<file path="src/design/tmwf_pkg.sv">
`timescale 1ns / 1ps
// Shared types and constants for the trimmed-mean window filter.
// No dependencies; every other design file uses this package.
package tmwf_pkg;

    // Fixed sample width of every channel
    localparam int SAMPLE_W = 24;

    // Default window length per channel
    localparam int WINDOW_LEN_DEF = 50;

    typedef logic signed [SAMPLE_W-1:0] sample_t;

    // Largest and smallest sample values, used to seed the min/max scan
    localparam sample_t SAMPLE_MAX = {1'b0, {(SAMPLE_W-1){1'b1}}};
    localparam sample_t SAMPLE_MIN = {1'b1, {(SAMPLE_W-1){1'b0}}};

    // One request: a new sample for each of the four channels
    typedef struct packed {
        sample_t sample_a;
        sample_t sample_b;
        sample_t sample_c;
        sample_t sample_d;
    } tmwf_in_t;

    // One result: the trimmed mean of each channel's window
    typedef struct packed {
        sample_t filtered_a;
        sample_t filtered_b;
        sample_t filtered_c;
        sample_t filtered_d;
    } tmwf_out_t;

    // Controls from the sequencer to the per-channel accumulators
    typedef struct packed {
        logic clear;
        logic scan;
        logic trim;
    } acc_ctl_t;

endpackage

</file>
<file path="src/design/tmwf_cell.sv">
`timescale 1ns / 1ps
// One window cell: holds one sample of every channel and passes it on.
// Depends on tmwf_pkg for the sample bundle type.
module tmwf_cell (
    input  logic               clk,
    input  logic               rst_n,
    input  logic               shift,
    input  tmwf_pkg::tmwf_in_t din,
    output tmwf_pkg::tmwf_in_t dout
);

    tmwf_pkg::tmwf_in_t data_reg;

    // Windows start out full of zeros
    always_ff @(posedge clk or negedge rst_n)
    begin
        if (!rst_n)
        begin
            data_reg <= '0;
        end
        else if (shift)
        begin
            data_reg <= din;
        end
    end

    assign dout = data_reg;

endmodule

</file>
<file path="config.mk">
export PLATFORM = sky130hd
export DESIGN_NAME = tmwf_cell
export DESIGN_NICKNAME = d
export VERILOG_FILES = /design/src/design/tmwf_pkg.sv /design/src/design/tmwf_cell.sv
export SDC_FILE = /design/constraint.sdc
export NUM_CORES = 1
export LEC_CHECK = 0
export ABC_CLOCK_PERIOD_IN_PS = 800
export BUFFER_PORTS_ARGS = -buffer_cell sky130_fd_sc_hd__buf_2
export CAP_MARGIN = 10
export CORE_MARGIN = 8
export CORE_UTILIZATION = 41
export DETAILED_ROUTE_END_ITERATION = 8
export PLACE_DENSITY_LB_ADDON = 0.1
export RECOVER_POWER = 100
export SLEW_MARGIN = 20
export SYNTH_ARGS = -nofsm -noshare
export SYNTH_HDL_FRONTEND = slang
export SYNTH_SLANG_ARGS = --single-unit
</file>
<file path="constraint.sdc">
create_clock -name clk -period 0.8 [get_ports clk]
set_input_delay 0.2 -clock clk [delete_from_list [all_inputs] [get_ports clk]]
set_output_delay 0.2 -clock clk [all_outputs]
set_load 0.05 [all_outputs]
</file>
==> results.md <==
- Critical setup path kind: register to primary output
- Vias: 2483
- Largest net degree at the start of global routing: 33
- Hold Path Class: primary input to register
- Hpwl dp: 7300 um
- Cell Area, Synth: about 3800 sq um
- Layout area overhead: 57.2%
- Initial Utilization: 0.415
- Crit. End Element: primary output
- Post-Layout Cell Count: around 530
- Synth Net Count: 302
- Syn avg cell area: 18.5 sq um
- WL final: 9930 um
- Core area: between 9000 and 10000 sq um
- Clock skew: 0 ps
- Crit-path leading delay family: flip-flops
- Synthesized flop and latch total: between 90 and 100
- First-pass GRT wire length: 15600 um
- Synth warnings: 0
- I/O Buffers: slightly below 200
- Initial antenna violation count: 1
- Antenna Violating Nets Remaining: 0
- Fin crit period: 1150 ps
- Clock buffer depth: 2
- TritonCTS clock tree: built
- DR DRC count: 0
- Max Clock Freq: 871 MHz
- Total negative setup slack: -31660 ps
- Final period utilization: 1.44
- Max H-tree Level: 3
- Buffers & Inverters on Critical Path: 1
- DR WL/cell: ~19 um
- Worst Tran Pin Value: 369 ps
- Io pins: 195
- Tightest hold margin: 69.1 ps
- Grt total ovfl: 0
- Vias in the first global route: 2792
- CP max-delay cell: dfrtp_2
- Fraction of layout cells with a size suffix above 1: 0.995
- Max-cap violations: 0
- Placer Congestion: 0.728
- Final core utilization: 0.653
- Cells after DPL: 505
- RSZ-0062 raised after global routing: yes
- Worst rel slew slack: 0.754
- Total power draw: roughly 13 mW
- Crit path DAT: 950 ps
- Via density: roughly 4.7
- Leak Pwr: 2.77 nW
- 1st-iter DRT viols: 80
- Antenna cell count: 0
- Critical path's largest stage delay: around 440 ps
- Outcome: finished, violations left
- Max-slew violations: 0
- Row count: 35
- Max reg flops: between 90 and 100
- Largest fanout on the critical path: 2
- Final setup margin: -348 ps
- # setup viols final: 108
- Pre-Repair DR Iteration Count: 4
- Post-synth top area cell: dfrtp_1
- Die Y: ~110 um
- Final #Nets: just over 500
- Cell variety after synth: 7
- Synth top area share: 0.638
- Die Span X: 112 um
- Skew-Pair Late Insertion Delay: 340 ps
- Clock root buffer: clkbuf_8
- Critical Path RT: ~600 ps
- Top cells by area, synth: dfrtp_1 64%, mux2_2 17%, mux2_4 16%, buf_12 2.1%, buf_2 0.66%
- Final hold vios: 0
- VDD IR max: 1080 uV
- Post-Synthesis Cells: 203
- Clock sinks: 96
- Pwr Density: 2220 nW/um^2
- Gr usage total: 0.159
- Violated checks: setup timing
- Total CTS buffers: 9
- Worst path cell trace: buf_6
- Die ar.: 12500 sq um
- Clock transition at path regs: 100 ps
- Sequential area share after synthesis: 0.638
- Critical Path Source Type: register
-- synth_stat cells --
cell and n:
dfrtp_1 96, mux2_2 56, mux2_4 40, buf_2 5
buf_12 4, buf_6 1, buf_8 1
-- layout make-up --
type	instances	area, sq um
clock inverters	5	58.8
flip-flops and latches	96	2520
well taps	111	139
multi-input cells	96	1240
clock buffers	10	128
repair buffers	211	1830
fillers	694	3150
-- path summary, 6_finish.rpt --
path / startpoint / end / slack, ps / cells after the start
worst max-delay path: dout[54] / dout[54] / -350 / 1
worst min-delay path: din[60] / dout[60] / 70 / 2
worst max register to register: dout[54] / dout[54] / -130 / 2
max in group asynchronous: rst_n / dout[63] / 0 / 3
worst min register to register: dout[30] / dout[30] / 530 / 1
min in group asynchronous: rst_n / dout[6] / 300 / 2
-- cells by family after synthesis --
family / share of synthesized area
buf+inv: 0.0349
flops: 0.638
mux: 0.327
-- placed cells by master, fill, tap and decap left out --
cell,instances
dlygate4sd3_1,1
clkbuf_8,9
buf_6,102
bufinv_16,1
mux2_2,53
mux2_4,43
clkbuf_2,1
clkinv_2,1
dfrtp_2,96
buf_12,8
buf_4,3
clkinvlp_4,2
clkbuf_1,1
buf_2,96
clkinv_4,1
-- layer usage --
metal	global-route usage	vias to the layer above	routed length, um
met5	0	-	13
met1	0.176	1224	3770
met3	0.0779	14	1050
met2	0.257	109	4960
met4	0.0620	2	134
li1	-	1134	-
-- what timing repair did --
item | in CTS | in global routing
endpoints found under the hold margin | 96 | 0
buffers inserted | 4 | 5
hold buffers | 1 | 0
gates resized for setup | 190 | 10
setup endpoints to repair | 98 | 159
-- where the power goes --
group / total, mW / leakage (nW) / switching [mW] / internal, mW
sequential: 5.79 / 1.03 / 0.365 / 5.42
clock: 3.06 / 0.0883 / 1.63 / 1.43
combinational: 4.26 / 1.65 / 2.45 / 1.81
-- worst register-to-register path: stages (launching register included) --
cell and delay (ps):
dfrtp_2 440, buf_6 120, mux2_4 260
-- metrics by stage --
| stage | setup slack, ps | area (sq um) |
|---|---|---|
| floorplan | -193 | 3890 |
| global placement | -265 | 5030 |
| detailed placement | -283 | 5030 |
| CTS | -364 | 5860 |
| global route | -388 | 5920 |
| finish | -348 | 5920 |
Power figures use the tool's default switching activity.
