===== src/design/tmwf_pkg.sv =====
`timescale 1ns / 1ps
// Shared types and constants for the trimmed-mean window filter.
// No dependencies; every other design file uses this package.
package tmwf_pkg;

    // Fixed sample width of every channel
    localparam int SAMPLE_W = 24;

    // Default window length per channel
    localparam int WINDOW_LEN_DEF = 50;

    typedef logic signed [SAMPLE_W-1:0] sample_t;

    // Largest and smallest sample values, used to seed the min/max scan
    localparam sample_t SAMPLE_MAX = {1'b0, {(SAMPLE_W-1){1'b1}}};
    localparam sample_t SAMPLE_MIN = {1'b1, {(SAMPLE_W-1){1'b0}}};

    // One request: a new sample for each of the four channels
    typedef struct packed {
        sample_t sample_a;
        sample_t sample_b;
        sample_t sample_c;
        sample_t sample_d;
    } tmwf_in_t;

    // One result: the trimmed mean of each channel's window
    typedef struct packed {
        sample_t filtered_a;
        sample_t filtered_b;
        sample_t filtered_c;
        sample_t filtered_d;
    } tmwf_out_t;

    // Controls from the sequencer to the per-channel accumulators
    typedef struct packed {
        logic clear;
        logic scan;
        logic trim;
    } acc_ctl_t;

endpackage


===== src/design/tmwf_acc.sv =====
`timescale 1ns / 1ps
// Per-channel accumulator: running sum, minimum and maximum over a scan,
// then the trimmed sum. Depends on tmwf_pkg.
module tmwf_acc #(
    parameter int SUM_W = 30
) (
    input  logic                    clk,
    input  tmwf_pkg::acc_ctl_t      ctl,
    input  tmwf_pkg::sample_t       sample,
    output logic signed [SUM_W-1:0] trim
);

    import tmwf_pkg::*;

    logic signed [SUM_W-1:0] sum_reg;
    sample_t                 lo_reg;
    sample_t                 hi_reg;
    logic signed [SUM_W-1:0] trim_reg;

    // Scan one sample per cycle; trimmed sum drops one min and one max
    always_ff @(posedge clk)
    begin
        if (ctl.clear)
        begin
            sum_reg <= '0;
            lo_reg  <= SAMPLE_MAX;
            hi_reg  <= SAMPLE_MIN;
        end
        else if (ctl.scan)
        begin
            sum_reg <= sum_reg + SUM_W'(sample);
            if (sample < lo_reg)
            begin
                lo_reg <= sample;
            end
            if (sample > hi_reg)
            begin
                hi_reg <= sample;
            end
        end
        if (ctl.trim)
        begin
            trim_reg <= sum_reg - SUM_W'(lo_reg) - SUM_W'(hi_reg);
        end
    end

    assign trim = trim_reg;

endmodule


===== config.mk =====
export PLATFORM = sky130hd
export DESIGN_NAME = tmwf_acc
export DESIGN_NICKNAME = d
export VERILOG_FILES = /design/src/design/tmwf_pkg.sv /design/src/design/tmwf_acc.sv
export SDC_FILE = /design/constraint.sdc
export NUM_CORES = 1
export LEC_CHECK = 0
export ABC_AREA = 1
export BUFFER_PORTS_ARGS = -buffer_cell sky130_fd_sc_hd__buf_2
export CELL_PAD_IN_SITES_DETAIL_PLACEMENT = 0
export CELL_PAD_IN_SITES_GLOBAL_PLACEMENT = 1
export CORE_AREA = 2 2 166 168
export DETAILED_ROUTE_END_ITERATION = 10
export DIE_AREA = 0 0 168 170
export HOLD_SLACK_MARGIN = 0.06
export PLACE_DENSITY = 0.61
export SLEW_MARGIN = 20
export SYNTH_ARGS = -nofsm -noshare
export SYNTH_HDL_FRONTEND = slang
export SYNTH_SLANG_ARGS = --single-unit

===== constraint.sdc =====
create_clock -name clk -period 6.9 [get_ports clk]
set_clock_uncertainty 0.05 [all_clocks]
set_input_delay 0.69 -clock clk [delete_from_list [all_inputs] [get_ports clk]]
set_output_delay 0.69 -clock clk [all_outputs]
set_load 0.02 [all_outputs]

==> results.sh, run 1 <==
export IMPL_dp_hpwl_mm=22.76
export IMPL_diodes=0
export IMPL_worstPathCellList="inv_1 -> ha_1 -> a21o_1 -> nor2_1 -> nand2_1 -> a21oi_1 -> nand2_1 -> nand2_1 -> buf_4 -> nand3_2 -> nand2_1 -> nand3_1"
export IMPL_synth_fp_nets=1490
export IMPL_p_sw_mw=1.777
export IMPL_drive_gt1_share_pct=6.063
export IMPL_ant_nets=0
export IMPL_synth_edf_count=30
export IMPL_routed_wl_mm=28.23
export IMPL_clkSinkCount=108
export IMPL_r2r_end="lo_reg[15]$_SDFFE_PP1P_"
export IMPL_ys_seq_area_share_pct=26.53
export IMPL_grt_usage_pct=20.42
export IMPL_cts_buffer_depth=2
export IMPL_synthAdderAreaFrac_pct=21.03
export IMPL_port_buffers=57
export IMPL_post_route_drc_count=0
export IMPL_startpoint_type="flop"
export IMPL_chipWidth_um=168
export IMPL_synth_mux_area_share_pct=0
export IMPL_cp_common_cell="nand2_1"
export IMPL_fmax_mhz=329.0
export IMPL_post_synth_num_cell_types=36
export IMPL_grt_pass1_wl_mm=44.86
export IMPL_fp_coreArea_sq_um=26650
export IMPL_p_sw_share_pct=47.90
export IMPL_hp_start="lo_reg[14]$_SDFFE_PP1P_"
export IMPL_slew_headroom_pct=39.56
export IMPL_r2r_slack_ns=3.86
export IMPL_ys_ff_latch=108
export IMPL_cellInternalPower_mw=1.933
export IMPL_num_io_pins=58
export IMPL_path_clk_slew_ns=0.08
export IMPL_p_clk_share_pct=14.3
export IMPL_drtIter0Drc=479
export IMPL_rsz0062_at_grt="no"
export IMPL_synth_simple_gate_area_share_pct=26.98
export IMPL_root_buffer="clkbuf_16"
export IMPL_setup_viol=0
export IMPL_first_pass_iters=5
export IMPL_nets=1530
export IMPL_fp_dieH_um=170
export IMPL_synth_area_per_cell_sq_um=7.011
export IMPL_grt_max_degree=71
export IMPL_p_per_area_nw_per_um2=364.4
export IMPL_syn_instance_count=1324
export IMPL_required_ns=7.07
export IMPL_dieArea_sq_um=28560
export IMPL_cp_max_fo=25
export IMPL_power_mw=3.710
export IMPL_synth_ff_type="dfxtp_1"
export IMPL_cts_setup_buffers=0
export IMPL_start_util_pct=34.83
export IMPL_hold_buffers=0
export IMPL_critical_path_arrival_ns=3.21
export IMPL_grt_overflow=0
export IMPL_critPathSlowestCell="nand3_2"
export IMPL_antenna_found_initial=0
export IMPL_cp_num_buf_inv=2
export IMPL_fillers=2873
export IMPL_critical_path_top_delay_family="simple AND/OR/NAND/NOR gates"
export IMPL_grt_pass1_vias=8110
export IMPL_setup_tns_ns=0
export IMPL_irDropWorstVdd_mv=0.09624
export IMPL_rr_worst_depth=12
export IMPL_finalHoldViolCount=0
export IMPL_async_flop_share_pct=0
export IMPL_synth_compound_area_share_pct=11.67
export IMPL_routedWlPerCell_um=16.51
export IMPL_min_path_type="reg2reg"
export IMPL_cap_violations=0
export IMPL_hold_depth=2
export IMPL_period_needed_ns=3.040
export IMPL_power_frac_seq_pct=26.3
export IMPL_cpPeakStageDelay_ns=0.48
export IMPL_synth_top_family_by_area="simple AND/OR/NAND/NOR gates"
export IMPL_area_growth_pct=9.665
export IMPL_holdPathEnd="lo_reg[14]$_SDFFE_PP1P_"
export IMPL_finalMaxSlewViolations=0
export IMPL_clk_latency_ns=0.37
export IMPL_synth_xor_area_share_pct=3.868
export IMPL_num_vias=8334
export IMPL_ys_warn_count=0
export IMPL_endpoint_kind="flop"
export IMPL_rows=60
export IMPL_cts_made_buffers=9
export IMPL_synth_area_sq_um=9283
export IMPL_crit_type="reg2reg"
export IMPL_period_share_pct=44.05
export IMPL_outcome="complete, no violations"
export IMPL_vias_per_cell=4.874
export IMPL_leakage_nw=5.275
export IMPL_gp_congestion=0.8472
export IMPL_worstReg2RegStart="lo_reg[23]$_SDFFE_PP0P_"
export IMPL_postCtsResizedCells=0
export IMPL_cts_tree="built"
export IMPL_h_tree_depth=3
export IMPL_p_comb_share_pct=59.4
export IMPL_worst_pin_slew_ns=0.9033
-- logic make-up (layout without fill, tap and decap cells) --
family,count (synthesis),after routing
flip-flops,108,108
AO/OA/AOI/OAI,198,198
XOR/XNOR,41,41
AND/OR/NAND/NOR,604,604
adder cells (fa/ha/maj),138,138
buffers and inverters,235,280
-- metal layers --
metal | vias to the layer above | GRT usage [%] | wire (um)
met1 | 3785 | 29.71 | 14740
met5 | - | 0 | 0
met4 | 0 | 5.180 | 418
met3 | 22 | 1.698 | 913
met2 | 155 | 32.64 | 12160
li1 | 4372 | - | -
-- placed cells by master, fill, tap and decap left out, types with 7 or more instances in the layout --
| master | netlist | layout |
|---|---|---|
| nand2_1 | 304 | 304 |
| inv_1 | 202 | 201 |
| nor2_1 | 159 | 159 |
| a21oi_1 | 110 | 110 |
| ha_1 | 108 | 108 |
| nand3_1 | 89 | 89 |
| dfxtp_1 | 78 | 78 |
| buf_2 | 13 | 57 |
| o21ai_0 | 50 | 50 |
| nand4_1 | 34 | 34 |
| fa_1 | 30 | 30 |
| edfxtp_1 | 30 | 30 |
| xor2_1 | 29 | 29 |
| xnor2_1 | 12 | 12 |
| nor3_1 | 10 | 10 |
| clkbuf_16 | 0 | 9 |
| o21bai_1 | 8 | 8 |
| a21o_1 | 7 | 7 |
-- tightest hold or removal path, stage by stage (launching register included) --
cell and delay, ns:
dfxtp_1 0.33, nand2_1 0.05, nand3_1 0.05
-- metrics by stage --
stage	setup slack (ns)	instance area [sq um]	hold slack [ns]	util, %	instances
after floorplan	4.453	9283	0.3785	-	1324
after detailed placement	3.604	9888	0.3931	37.10	1694
after global placement	3.663	9888	0.3885	37.10	1694
final	3.860	10180	0.4120	38.20	1710
after global routing	3.573	10180	0.4399	38.20	1710
after CTS	3.823	10180	0.4144	38.20	1710
-- layout make-up --
| class | instances | area, sq um | share of cell area (%) |
|---|---|---|---|
| multi-input combinational | 981 | 5918 | 58.14 |
| sequential | 108 | 2462 | 24.19 |
| inverter | 202 | 758.2 | 7.448 |
| tap | 341 | 426.7 | 4.191 |
| timing repair buffer | 62 | 322.8 | 3.171 |
| clock buffer | 10 | 239.0 | 2.348 |
| clock inverter | 6 | 52.55 | 0.5162 |
-- power groups by stage --
stage,combinational [mW],sequential [mW],clock (mW)
CTS,2.22,0.976,0.558
global placement,2.20,0.990,0
detailed placement,2.21,0.990,0
finish,2.20,0.975,0.531
global route,2.51,0.994,0.571
floorplan,1.46,1.11,0
-- cells in the mapped netlist, types with 12 or more instances --
| cell | instances | area, sq um |
|---|---|---|
| nor2_1 | 159 | 596.8 |
| xor2_1 | 29 | 254.0 |
| fa_1 | 30 | 600.6 |
| inv_1 | 202 | 758.2 |
| buf_2 | 13 | 65.06 |
| a21oi_1 | 110 | 550.5 |
| nand2_1 | 304 | 1141 |
| ha_1 | 108 | 1351 |
| clkbuf_1 | 13 | 48.80 |
| dfxtp_1 | 78 | 1562 |
| nand4_1 | 34 | 212.7 |
| o21ai_0 | 50 | 250.2 |
| xnor2_1 | 12 | 105.1 |
| edfxtp_1 | 30 | 900.9 |
| nand3_1 | 89 | 445.4 |
-- worst max-delay path by stage --
| stage | slack, ns | depth (start not counted) | from | end |
|---|---|---|---|---|
| 2_1_floorplan | 4.45 | 13 | lo_reg[2]$_SDFFE_PP1P_ | trim[23]$_DFFE_PP_ |
| 3_3_place_gp | 3.66 | 12 | sample[23] | lo_reg[14]$_SDFFE_PP1P_ |
| 3_5_place_dp | 3.60 | 13 | sample[23] | hi_reg[10]$_SDFFE_PP0P_ |
| 4_1_cts | 3.82 | 12 | lo_reg[23]$_SDFFE_PP0P_ | lo_reg[15]$_SDFFE_PP1P_ |
| 5_1_grt | 3.57 | 12 | lo_reg[23]$_SDFFE_PP0P_ | lo_reg[10]$_SDFFE_PP1P_ |
| 6_report | 3.86 | 12 | lo_reg[23]$_SDFFE_PP0P_ | lo_reg[15]$_SDFFE_PP1P_ |
(Power assumes the default switching activity.)
==> run 2: changes to the inputs <==
- clock period: 6.9 -> 2.8 ns (I/O delays scaled with it)
==> run 2 against run 1 <==
- clock-buffer cell count grew 1
- setup slack lost 3.8 ns
- non-clock buffer count grew 32
- global-route usage grew 0.39 points
- largest cell class unchanged
- critical endpoint is now trim[27]$_DFFE_PP_
- hold slack lost 0.20 ns
- clock power grew to 2.6 times the previous value
- flip-flop and latch count is the same
==> results.sh, run 2 (synthesis results as in run 1) <==
export IMPL_endpoint_kind="flop"
export IMPL_rows=60
export IMPL_hold_buffers=0
export IMPL_worst_pin_slew_ns=0.6574
export IMPL_grt_usage_pct=20.81
export IMPL_dieArea_sq_um=28560
export IMPL_nets=1562
export IMPL_placed_cell_area_sq_um=10170
export IMPL_outcome="complete, no violations"
export IMPL_cp_max_fo=7
export IMPL_period_share_pct=96.52
export IMPL_cts_buffer_depth=2
export IMPL_fin_util_pct=40.35
export IMPL_ant_nets=0
export IMPL_critical_path_arrival_ns=2.76
export IMPL_crit_type="reg2reg"
export IMPL_antenna_found_initial=0
export IMPL_clk_latency_ns=0.37
export IMPL_period_needed_ns=2.703
export IMPL_vias_per_cell=4.855
export IMPL_grt_pass1_vias=8378
export IMPL_setup_viol=0
export IMPL_grt_pass1_wl_mm=45.86
export IMPL_fp_coreArea_sq_um=26650
export IMPL_clkSinkCount=108
export IMPL_drive_gt1_share_pct=11.85
export IMPL_p_per_area_nw_per_um2=935.9
export IMPL_start_util_pct=34.83
export IMPL_rsz0062_at_grt="yes"
export IMPL_power_mw=10.06
export IMPL_h_tree_depth=3
export IMPL_finalInstanceArea_sq_um=10750
export IMPL_final_cell_mix="nand2_1, inv_1, nor2_1, a21oi_1, ha_1"
export IMPL_leakage_nw=5.473
export IMPL_chipWidth_um=168
export IMPL_grt_max_degree=43
export IMPL_num_io_pins=58
export IMPL_cts_setup_buffers=0
export IMPL_finalMaxSlewViolations=0
export IMPL_fp_dieH_um=170
export IMPL_required_ns=2.86
export IMPL_startpoint_type="flop"
export IMPL_routed_wl_mm=28.77
export IMPL_first_pass_iters=5
export IMPL_routedWlPerCell_um=16.51
export IMPL_slew_headroom_pct=56.11
export IMPL_dp_hpwl_mm=23.47
export IMPL_cts_tree="built"
export IMPL_fmax_mhz=370.0
export IMPL_min_path_type="in2reg"
export IMPL_post_route_drc_count=0
export IMPL_diodes=0
export IMPL_finalHoldViolCount=0
export IMPL_num_vias=8457
export IMPL_port_buffers=57
export IMPL_final_common_cell="nand2_1"
export IMPL_cap_violations=0
export IMPL_root_buffer="clkbuf_16"
export IMPL_area_growth_pct=15.84
export IMPL_irDropWorstVdd_mv=0.3939
export IMPL_setup_tns_ns=0
export IMPL_drtIter0Drc=422
export IMPL_path_clk_slew_ns=0.09
export IMPL_gp_congestion=0.8613
export IMPL_cts_made_buffers=9
export IMPL_grt_overflow=0
-- run 2: routing by layer --
layer | wire, um | track usage, % | share of wire (%) | up-vias
met5 | 0 | 0 | 0 | -
met1 | 15010 | 30.19 | 52 | 3875
li1 | - | - | - | 4450
met4 | 327 | 4.234 | 1.1 | 0
met3 | 786 | 2.279 | 2.7 | 18
met2 | 12640 | 33.47 | 44 | 114
-- run 2: power by group --
group,internal (mW),leakage (nW),switching (mW)
Clock,0.711,0.146,0.666
Combinational,2.42,4.39,3.86
Sequential,2.22,0.941,0.185
Total,5.35,5.47,4.71
-- run 2: path summary, 6_finish.rpt --
kind / from / to / slack [ns] / cells past startpoint
worst max-delay path: hi_reg[23]$_SDFFE_PP1P_ / trim[27]$_DFFE_PP_ / 0.1 / 10
worst min-delay path: sample[4] / lo_reg[4]$_SDFFE_PP1P_ / 0.21 / 3
worst max register to register: hi_reg[23]$_SDFFE_PP1P_ / trim[27]$_DFFE_PP_ / 0.1 / 10
worst min register to register: lo_reg[13]$_SDFFE_PP1P_ / lo_reg[13]$_SDFFE_PP1P_ / 0.41 / 2
-- run 2: per-stage QoR --
| stage | std cells | worst slack, ns | hold WS (ns) |
|---|---|---|---|
| after floorplan | 1324 | 0.3529 | 0.3425 |
| after global placement | 1726 | -0.1350 | 0.3883 |
| after detailed placement | 1726 | -0.1524 | 0.3926 |
| after CTS | 1742 | -0.03366 | 0.1890 |
| after global routing | 1742 | -0.01367 | 0.1973 |
| final | 1742 | 0.09735 | 0.2114 |
-- run 2: final cells by class --
| class | count | area, sq um |
|---|---|---|
| Inverter | 202 | 764.5 |
| Sequential cell | 108 | 2465 |
| Multi-Input combinational cell | 981 | 6188 |
| Clock inverter | 5 | 67.56 |
| Fill cell | 2815 | 15900 |
| Clock buffer | 11 | 232.7 |
| Timing Repair Buffer | 94 | 608.1 |
| Tap cell | 341 | 426.7 |
-- run 2: timing repair --
action	in CTS	in global routing
endpoints found under the setup margin	4	38
endpoints found under the hold margin	0	0
pin swaps	0	13
cloned	0	0
gates resized for setup	3	60
-- run 2: critical path: stages (launching register included) --
cell and delay (ns):
dfxtp_1 0.32, inv_1 0.35, fa_1 0.50, ha_1 0.36, nand2_1 0.11, inv_1 0.07, nand2_1 0.11, o211ai_1 0.13
a21oi_1 0.16, o21ai_2 0.11, xor2_1 0.17
