`src/design/tmwf_pkg.sv`:
```
`timescale 1ns / 1ps
// Shared types and constants for the trimmed-mean window filter.
// No dependencies; every other design file uses this package.
package tmwf_pkg;

    // Fixed sample width of every channel
    localparam int SAMPLE_W = 24;

    // Default window length per channel
    localparam int WINDOW_LEN_DEF = 50;

    typedef logic signed [SAMPLE_W-1:0] sample_t;

    // Largest and smallest sample values, used to seed the min/max scan
    localparam sample_t SAMPLE_MAX = {1'b0, {(SAMPLE_W-1){1'b1}}};
    localparam sample_t SAMPLE_MIN = {1'b1, {(SAMPLE_W-1){1'b0}}};

    // One request: a new sample for each of the four channels
    typedef struct packed {
        sample_t sample_a;
        sample_t sample_b;
        sample_t sample_c;
        sample_t sample_d;
    } tmwf_in_t;

    // One result: the trimmed mean of each channel's window
    typedef struct packed {
        sample_t filtered_a;
        sample_t filtered_b;
        sample_t filtered_c;
        sample_t filtered_d;
    } tmwf_out_t;

    // Controls from the sequencer to the per-channel accumulators
    typedef struct packed {
        logic clear;
        logic scan;
        logic trim;
    } acc_ctl_t;

endpackage

```
`src/design/tmwf_div.sv`:
```
`timescale 1ns / 1ps
// Signed division by a constant through reciprocal multiplication,
// truncating toward zero. Depends on tmwf_pkg.
module tmwf_div #(
    parameter int SUM_W   = 30,
    parameter int DIVISOR = 48
) (
    input  logic                    clk,
    input  logic                    rst_n,
    input  logic                    start,
    input  logic signed [SUM_W-1:0] dividend,
    output logic                    busy,
    output logic                    done,
    output tmwf_pkg::sample_t       quotient
);

    import tmwf_pkg::*;

    // The dividend magnitude stays below 2^(SUM_W-1)
    localparam int MAG_W  = SUM_W - 1;
    localparam int REC_W  = MAG_W + 1;
    localparam int PROD_W = MAG_W + REC_W;
    localparam int SHIFT  = MAG_W + $clog2(DIVISOR);

    // ceil(2^SHIFT / DIVISOR): floor of the scaled product is the exact quotient
    localparam logic [63:0] RECIP_WIDE =
        ((64'd1 << SHIFT) + 64'(DIVISOR - 1)) / 64'(DIVISOR);
    localparam logic [REC_W-1:0] RECIP = RECIP_WIDE[REC_W-1:0];

    logic              mul_reg;
    logic              done_reg;
    logic              neg_reg;
    logic [MAG_W-1:0]  mag_reg;
    logic [PROD_W-1:0] prod_reg;

    sample_t           q_mag;

    // Control: operand load on start, then the multiply, then done
    always_ff @(posedge clk or negedge rst_n)
    begin
        if (!rst_n)
        begin
            mul_reg  <= 1'b0;
            done_reg <= 1'b0;
        end
        else if (start)
        begin
            mul_reg  <= 1'b1;
            done_reg <= 1'b0;
        end
        else if (mul_reg)
        begin
            mul_reg  <= 1'b0;
            done_reg <= 1'b1;
        end
    end

    // Datapath: magnitude and sign on start, MAG_W x REC_W product after
    always_ff @(posedge clk)
    begin
        if (start)
        begin
            neg_reg <= dividend[SUM_W-1];
            mag_reg <= dividend[SUM_W-1] ? MAG_W'(-dividend) : MAG_W'(dividend);
        end
        if (mul_reg)
        begin
            prod_reg <= PROD_W'(mag_reg) * PROD_W'(RECIP);
        end
    end

    // The trimmed mean lies inside the sample range, so 24 bits suffice
    assign q_mag    = prod_reg[SHIFT +: SAMPLE_W];
    assign quotient = neg_reg ? SAMPLE_W'(-q_mag) : q_mag;
    assign busy     = mul_reg;
    assign done     = done_reg;

    // A start never lands in the middle of a division
    a_start_idle: assert property (@(posedge clk) disable iff (!rst_n)
        start |-> !busy)
        else $error("divider restarted while busy");

    // Done comes exactly after the multiply cycle
    a_done_after_mul: assert property (@(posedge clk) disable iff (!rst_n)
        $rose(done) |-> $past(busy))
        else $error("divider done without multiply");

    // Done rises in the cycle after the multiply
    a_mul_one_cycle: assert property (@(posedge clk) disable iff (!rst_n)
        busy |=> done)
        else $error("divider multiply did not finish");

endmodule

```
`config.mk`:
```
export PLATFORM = sky130hd
export DESIGN_NAME = tmwf_div
export DESIGN_NICKNAME = d
export VERILOG_FILES = /design/src/design/tmwf_pkg.sv /design/src/design/tmwf_div.sv
export SDC_FILE = /design/constraint.sdc
export NUM_CORES = 1
export LEC_CHECK = 0
export ABC_AREA = 0
export BUFFER_PORTS_ARGS = -buffer_cell sky130_fd_sc_hd__buf_2
export CAP_MARGIN = 20
export CORE_UTILIZATION = 55
export DETAILED_ROUTE_END_ITERATION = 10
export PLACE_DENSITY_LB_ADDON = 0.1
export REMOVE_ABC_BUFFERS = 1
export SYNTH_ARGS = -nofsm -noshare
export SYNTH_HDL_FRONTEND = slang
export SYNTH_SLANG_ARGS = --single-unit
```
`constraint.sdc`:
```
create_clock -name clk -period 8 [get_ports clk]
set_input_delay 2 -clock clk [delete_from_list [all_inputs] [get_ports clk]]
set_output_delay 2 -clock clk [all_outputs]
set_load 0.01 [all_outputs]
```
==> impl_results.md, run 1 <==
- Status: complete, no violations
- Number of max-cap violations: 0
- Setup crit start: mag_reg[7]
- Critical Path RT: 8.05 ns
- Effective utilization at floorplan: 56.88%
- Number of global-route vias before repair: 9644
- Synthesis-to-finish area growth: 6.362%
- Drt via density: 5.485
- Crit start category: flip-flop
- TritonCTS clock tree: yes
- RSZ-0062 raised after global routing: false
- Period Utilization, post-route: 94.27%
- Layout cell share with drive strength beyond 1: 6.520%
- CP arrival: 7.60 ns
- Warnings from Yosys: 0
- Layout net count: 1886
- Mapped cell area: 0.01351 mm²
- Clock-pin transition on the worst setup and hold timing paths: 0.07 ns
- Worst-Skew Late Latency: 0.31 ns
- Slowest cell on the critical path: fa_1
- Core ar.: 0.02375 mm²
- Reg-to-Reg Start: mag_reg[7]
- Final TNS setup: 0 ns
- Die Width: 158.7 µm
- Row Count: 56
- CP Class: reg -> reg
- Post-Layout Cell Count: 1684
- Max reg flops: 29
- Port bufs: 58
- Post-synth EDFFs: 54
- Ports: 59
- Cell variety after synth: 58
- CTS sink count: 56
- Worst slew pin tran: 0.7517 ns
- Post-synthesis instance total: 1309
- Crit. End Element: flip-flop
- Placed Instances: 1675
- Post-synth top area share: 30.08%
- Final Hold Viols: 0
- Area leader, netlist: fa_1
- Largest net degree at the start of global routing: 33
- Most common cell on crit path: fa_1
- Seq/Total Area, Yosys: 12.37%
- Design Area, Final: 0.01437 mm²
- Post-synthesis register bit count: 56
- Hold Path Class: reg -> reg
- Wire per inst: 17.76 µm
- DRT iter0 DRCs: 396
- Synth top area cells: fa_1, ha_1, edfxtp_1
- Most frequent cell after synthesis: ha_1
- Placed cell areas: 0.01418 mm²
- Final Critical Period: 7.542 ns
- Initial antenna violation count: 0
- TritonRoute pass-1 iters: 6
- Antenna Cells: 0
- Worst hold slack: 0.4971 ns
- Post-synth ARST share: 3.571%
- DRC: 0
- Relative slew slack: 49.89%
- Die area: 0.02520 mm²
- Aggregate global-route resource usage: 24.82%
- CP Max Fanout: 5
- Most used DFF post-synth: edfxtp_1
- Clk_skew: 0.008027 ns
- Root Buffer: clkbuf_16
- RePlAce Congestion: 0.9367
- Internal reg-to-reg setup slack: 0.46 ns
- Maximum clock frequency: 132.6 MHz
- Post-DRT Antenna Nets: 0
- Mapped Avg Cell Area: 10.32 µm²
- Clk buf depth: 2
- Most instantiated cells after synthesis: ha_1, inv_1, fa_1, xnor2_1, nand2_1
- Hold path start: done
- Setup-failing EPs final: 0
- H-tree depth: 2
- Dpl hpwl: 26940 µm
- Overflow after GRT: 0
- Final Slew Violations: 0
- Hold_buf cts: 0
- Die height: 158.7 µm
- CTS Buf Count: 5
- Post-Route WL: 29910 µm
- CP max stage delay: 0.72 ns
- Vias: 9237
- Global-route wire length before repair: 49260 µm
==> worst paths after layout <==
path / depth (start not counted) / endpoint
hold reg to reg: 2 / done
setup / recovery: 25 / prod_reg[51]
min in group asynchronous: 1 / busy
max in group asynchronous: 1 / done
hold / removal: 2 / done
setup reg to reg: 25 / prod_reg[51]
==> cells in the final DEF, fill, tap and decap left out, types with 6 or more instances in the layout <==
master,n
and3_1,10
o21ai_0,33
nor3_1,6
nand2_1,60
o21bai_1,6
a21oi_1,50
buf_4,7
nor2_1,21
nand4_1,11
o31ai_1,14
or3_1,8
nand3_1,14
a21o_1,54
o21a_1,7
edfxtp_1,54
a31oi_1,9
buf_2,58
inv_1,276
xnor2_1,78
fa_1,203
xor2_1,17
ha_1,286
==> kinds of logic after synthesis <==
logic type / after synthesis / synth area share [%]
adder cells (fa/ha/maj): 489 / 56.56
buffers and inverters: 294 / 8.195
AO/OA/AOI/OAI: 210 / 10.34
AND/OR/NAND/NOR: 165 / 6.371
XOR/XNOR: 95 / 6.158
flip-flops: 56 / 12.37
==> final cells by class <==
cell class	count	area, µm²
Fill cell	2050	9382
Inverter	276	1036
Multi-Input combinational cell	959	10740
Sequential cell	56	1672
Clock inverter	3	42.54
Tap cell	319	399.1
Timing Repair Buffer	66	357.8
Clock buffer	5	125.1
==> worst max-delay path: cells and delay by family, from the launching register on <==
| family | cells | cell delay, ns |
|---|---|---|
| buffers and inverters | 7 | 0.72 |
| AO/OA/AOI/OAI | 8 | 1.74 |
| flip-flops | 1 | 0.45 |
| adder cells (fa/ha/maj) | 9 | 4.30 |
| XOR/XNOR | 1 | 0.08 |
==> metrics by stage <==
stage / util, % / setup WS, ns
3_5_place_dp: 59.71 / 0.3551
4_1_cts: 60.41 / 0.3312
2_1_floorplan: - / 1.095
3_3_place_gp: 59.71 / 0.4960
5_1_grt: 60.50 / 0.05525
6_report: 60.50 / 0.4585
==> metal layers <==
| metal | up-vias | wire length [µm] | GRT usage, % |
|---|---|---|---|
| li1 | 4483 | - | - |
| met1 | 4541 | 13300 | 32.51 |
| met2 | 178 | 15140 | 43.80 |
| met3 | 35 | 893 | 2.874 |
| met4 | 0 | 573 | 5.516 |
| met5 | - | 0 | 0 |
==> what timing repair did <==
item,CTS,global route
setup endpoints to repair,0,2
endpoints found under the hold margin,0,0
gates resized for setup,0,2
setup buffers,0,0
Power of run 1 is not shown: default switching activity piles up to over one toggle a cycle in this logic, so the estimate is an artifact.
==> run 2: changes to the inputs <==
ABC_AREA = 1   (was 0)
CELL_PAD_IN_SITES_DETAIL_PLACEMENT = 0   (was unset)
CELL_PAD_IN_SITES_GLOBAL_PLACEMENT = 2   (was unset)
CORE_UTILIZATION = 39   (was 55)
CTS_CLUSTER_DIAMETER = 200   (was unset)
==> impl_results.md, run 2 <==
- Area leader, netlist: fa_1
- CP arrival: 7.10 ns
- Period Utilization, post-route: 87.62%
- Most common cell after layout, fill and taps aside: inv_1
- Final TNS setup: 0 ns
- Clock-pin transition on the worst setup and hold timing paths: 0.08 ns
- RePlAce Congestion: 0.9301
- Worst slew pin tran: 0.8255 ns
- Post-synth EDFFs: 54
- Wire per inst: 17.54 µm
- Crit start category: flip-flop
- Die height: 203.0 µm
- Synth top area cells: fa_1, ha_1, inv_1
- Effective utilization at floorplan: 39.57%
- DRC: 0
- Layout cell share with drive strength beyond 1: 5.681%
- TritonRoute pass-1 iters: 5
- Crit. End Element: flip-flop
- Post-CTS Setup Inserts: 0
- Warnings from Yosys: 0
- Most common cell on crit path: fa_1
- CP max stage delay: 0.72 ns
- Seq/Total Area, Yosys: 10.61%
- Final Critical Period: 7.010 ns
- Critical Path RT: 8.09 ns
- Ports: 59
- RSZ-0062 raised after global routing: false
- Root Buffer: clkbuf_16
- Antenna Cells: 0
- Die Width: 203.0 µm
- TritonCTS clock tree: yes
- Mapped cell area: 0.01576 mm²
- CTS sink count: 56
- Slowest cell on the critical path: fa_1
- Post-layout util: 42.26%
- Clk buf depth: 2
- Final Hold Viols: 0
- Dpl hpwl: 42050 µm
- Clk_skew: 0.01046 ns
- Post-Route WL: 45640 µm
- Post-synth ARST share: 3.571%
- Largest net degree at the start of global routing: 33
- Most frequent cell after synthesis: inv_1
- Layout net count: 2598
- CTS Buf Count: 5
- Aggregate global-route resource usage: 23.00%
- Initial antenna violation count: 0
- Final Slew Violations: 0
- Max reg flops: 29
- Worst hold slack: 0.5021 ns
- Overflow after GRT: 0
- Status: complete, no violations
- Most instantiated cells after synthesis: inv_1, nand2_1, ha_1, fa_1, nor2_1
- Worst-Skew Late Latency: 0.33 ns
- DRT iter0 DRCs: 665
- Die area: 0.04121 mm²
- Most used DFF post-synth: edfxtp_1
- H-tree depth: 2
- Number of max-cap violations: 0
- Cell variety after synth: 43
- Post-synthesis instance total: 2017
- Setup-failing EPs final: 0
- Number of global-route vias before repair: 12560
- Post-synthesis register bit count: 56
- CP Max Fanout: 5
- CP Class: reg -> reg
- Cell Chain, Critical Path: ha_1, inv_1, fa_1, inv_1, fa_1, inv_1, fa_1, inv_1, fa_1, fa_1, inv_1, fa_1, inv_1, fa_1, ha_1, nand2_1, nor2_1, nand2_1, o21bai_1, nand2_1, nand4_1, nand2_1
- Hold Path Class: reg -> reg
- Core ar.: 0.03982 mm²
- Global-route wire length before repair: 70640 µm
- Vias: 12330
- Most frequent cells in the layout: inv_1, nand2_1, ha_1
- Relative slew slack: 44.97%
- Hold_buf cts: 0
- Port bufs: 58
- Post-synth top area share: 25.79%
- Post-DRT Antenna Nets: 0
- Post-cts gate resize count: 0
- Mapped Avg Cell Area: 7.812 µm²
- Maximum clock frequency: 142.7 MHz
- Drt via density: 4.738
- Row Count: 73
- Synthesis-to-finish area growth: 6.789%
[run 2: cell families after synthesis]
logic type | after synthesis | share of synthesized area, %
xor+xnor | 70 | 3.891
simple gates | 761 | 20.28
flops | 56 | 10.61
buf+inv | 537 | 12.83
compound gates | 104 | 3.891
fa+ha+maj | 489 | 48.50
[run 2: worst max-delay path: cells and delay by family (launching register included)]
kind	cells	cell delay [ns]
adder cells (fa/ha/maj)	9	4.45
AND/OR/NAND/NOR	6	1.03
buffers and inverters	6	0.60
flip-flops	1	0.46
AO/OA/AOI/OAI	1	0.26
[run 2: area by class of cell]
| class | count | area (µm²) |
|---|---|---|
| fillers | 4261 | 23000 |
| clock inverters | 2 | 11.26 |
| multi-input cells | 1424 | 12060 |
| flip-flops and latches | 56 | 1672 |
| inverters | 528 | 1982 |
| clock buffers | 6 | 128.9 |
| repair buffers | 61 | 312.8 |
| well taps | 525 | 656.9 |
[run 2: stage by stage]
step | setup slack [ns] | std cells | cell area (µm²)
final | 0.9901 | 2602 | 16830
after global routing | 0.6277 | 2602 | 16830
after CTS | 0.9791 | 2602 | 16830
after detailed placement | 0.9752 | 2594 | 16690
after global placement | 0.9954 | 2594 | 16690
after floorplan | 1.813 | 2008 | 15720
[run 2: path summary, 6_finish.rpt]
check                      startpoint  depth (start not counted)  slack [ns]            to
hold / removal                   done                          2        0.50          done
max in group asynchronous       rst_n                          1        6.47          busy
setup / recovery           mag_reg[7]                         22        0.99  prod_reg[48]
hold reg to reg                  done                          2        0.50          done
setup reg to reg           mag_reg[7]                         22        0.99  prod_reg[48]
min in group asynchronous       rst_n                          1        1.44          done
[run 2: metal layers]
layer	vias up	part of all wire [%]	GRT usage [%]
li1	6252	-	-
met1	5874	47	31.41
met2	171	48	38.42
met3	32	3.6	3.467
met4	0	1.6	4.834
met5	-	0	0
Power of run 2 is left out for the same reason.
==> run 3: changes to the inputs <==
CORE_UTILIZATION = 43   (was 39)
clock period = 8.9 ns   (was 8 ns; I/O delays follow)
==> impl_results.md, run 3 (synthesis results as in run 2) <==
- Status: finished with violations
- Failing checks: design-rule violations
- Layout net count: 2597
- Dpl hpwl: 40770 µm
- Crit. End Element: flip-flop
- Placed Instances: 2529
- Synthesis-to-finish area growth: 6.241%
- CP arrival: 7.19 ns
- Most frequent cells in the layout: inv_1, nand2_1, ha_1
- Post-Layout Cell Count: 2537
- Layout cell share with drive strength beyond 1: 5.684%
- Post-cts gate resize count: 0
- Vias: 12310
- Hold Path Class: reg -> reg
- Aggregate global-route resource usage: 24.49%
- CP max stage delay: 0.72 ns
- Maximum clock frequency: 140.8 MHz
- Period Utilization, post-route: 79.79%
- Placed cell areas: 0.01660 mm²
- Die height: 193.4 µm
- Clk buf depth: 2
- Post-Route WL: 44310 µm
- Relative slew slack: 43.53%
- Clock-pin transition on the worst setup and hold timing paths: 0.08 ns
- Max reg flops: 29
- Hold_buf cts: 0
- Die Width: 193.4 µm
- DRC: 1
- Worst slew pin tran: 0.8470 ns
- Ports: 59
- CP Class: reg -> reg
- Port bufs: 58
- Design Area, Final: 0.01674 mm²
- Wire per inst: 17.47 µm
- CTS Buf Count: 5
- Initial antenna violation count: 0
- Die area: 0.03742 mm²
- Antenna Cells: 0
- Post-DRT Antenna Nets: 0
- Global-route wire length before repair: 69190 µm
- Crit start category: flip-flop
- Worst-Skew Late Latency: 0.33 ns
- Overflow after GRT: 0
- Largest net degree at the start of global routing: 33
- Critical Path RT: 8.99 ns
- Row Count: 69
- DRT iter0 DRCs: 541
- Most common cell after layout, fill and taps aside: inv_1
- Root Buffer: clkbuf_16
- Setup-failing EPs final: 0
- TritonRoute pass-1 iters: 8
- Final Critical Period: 7.101 ns
- Number of global-route vias before repair: 12620
- H-tree depth: 2
- Drt via density: 4.851
- CTS sink count: 56
- Slowest cell on the critical path: fa_1
- Effective utilization at floorplan: 43.98%
- RePlAce Congestion: 0.9185
- Clk_skew: 0.008685 ns
- Final TNS setup: 0 ns
- RSZ-0062 raised after global routing: false
- CP Max Fanout: 5
- Post-CTS Setup Inserts: 0
- Final Slew Violations: 0
- Core ar.: 0.03583 mm²
- TritonCTS clock tree: yes
- Cell Chain, Critical Path: ha_1, inv_1, fa_1, inv_1, fa_1, inv_1, fa_1, inv_1, ha_1, xnor2_1, fa_1, inv_1, fa_1, inv_1, fa_1, ha_1, nand2_1, nor2_1, nand2_1, o21bai_1, nand2_1, nand4_1, nand2_1
- Number of max-cap violations: 0
- Final Hold Viols: 0
run 3: cell types whose count changed in the layout (fill, tap and decap cells not counted), sizes merged:
cell,delta
buf,-1
run 3: cell type report:
type                    instances  area [µm²]
clock inverters                 2       12.51
fillers                      3732       19090
inverters                     528        1982
multi-input cells            1424       12060
well taps                     461       576.8
clock buffers                   6       128.9
repair buffers                 60       305.3
flip-flops and latches         56        1672
run 3: metal layers:
| layer | share of wire (%) | track usage, % | vias to the layer above |
|---|---|---|---|
| met5 | 0 | 0 | - |
| met4 | 2.4 | 6.874 | 0 |
| met3 | 3.7 | 3.923 | 42 |
| met2 | 47 | 40.82 | 189 |
| met1 | 47 | 32.82 | 5816 |
| li1 | - | - | 6259 |
run 3: final timing paths:
path	start	end	slack, ns	cells past startpoint
max in group asynchronous	rst_n	busy	7.15	1
worst max-delay path	mag_reg[5]	prod_reg[48]	1.80	23
worst max register to register	mag_reg[5]	prod_reg[48]	1.80	23
min in group asynchronous	rst_n	done	1.66	1
worst min register to register	done	done	0.51	2
worst min-delay path	done	done	0.51	2
run 3: stage by stage:
| step | setup WS (ns) | util [%] | hold WS, ns |
|---|---|---|---|
| after floorplan | 2.713 | - | 0.5251 |
| after global placement | 1.826 | 46.33 | 0.4757 |
| after CTS | 1.833 | 46.73 | 0.5101 |
| after global routing | 1.437 | 46.73 | 0.5388 |
| after detailed placement | 1.851 | 46.33 | 0.4897 |
| final | 1.799 | 46.73 | 0.5069 |
run 3: critical path: cells and delay by family, from the launching register on:
kind,cells,cell delay [ns]
adder cells (fa/ha/maj),9,4.23
XOR/XNOR,1,0.25
buffers and inverters,6,0.64
AO/OA/AOI/OAI,1,0.24
flip-flops,1,0.48
AND/OR/NAND/NOR,6,1.02
Power of run 3 is left out for the same reason.
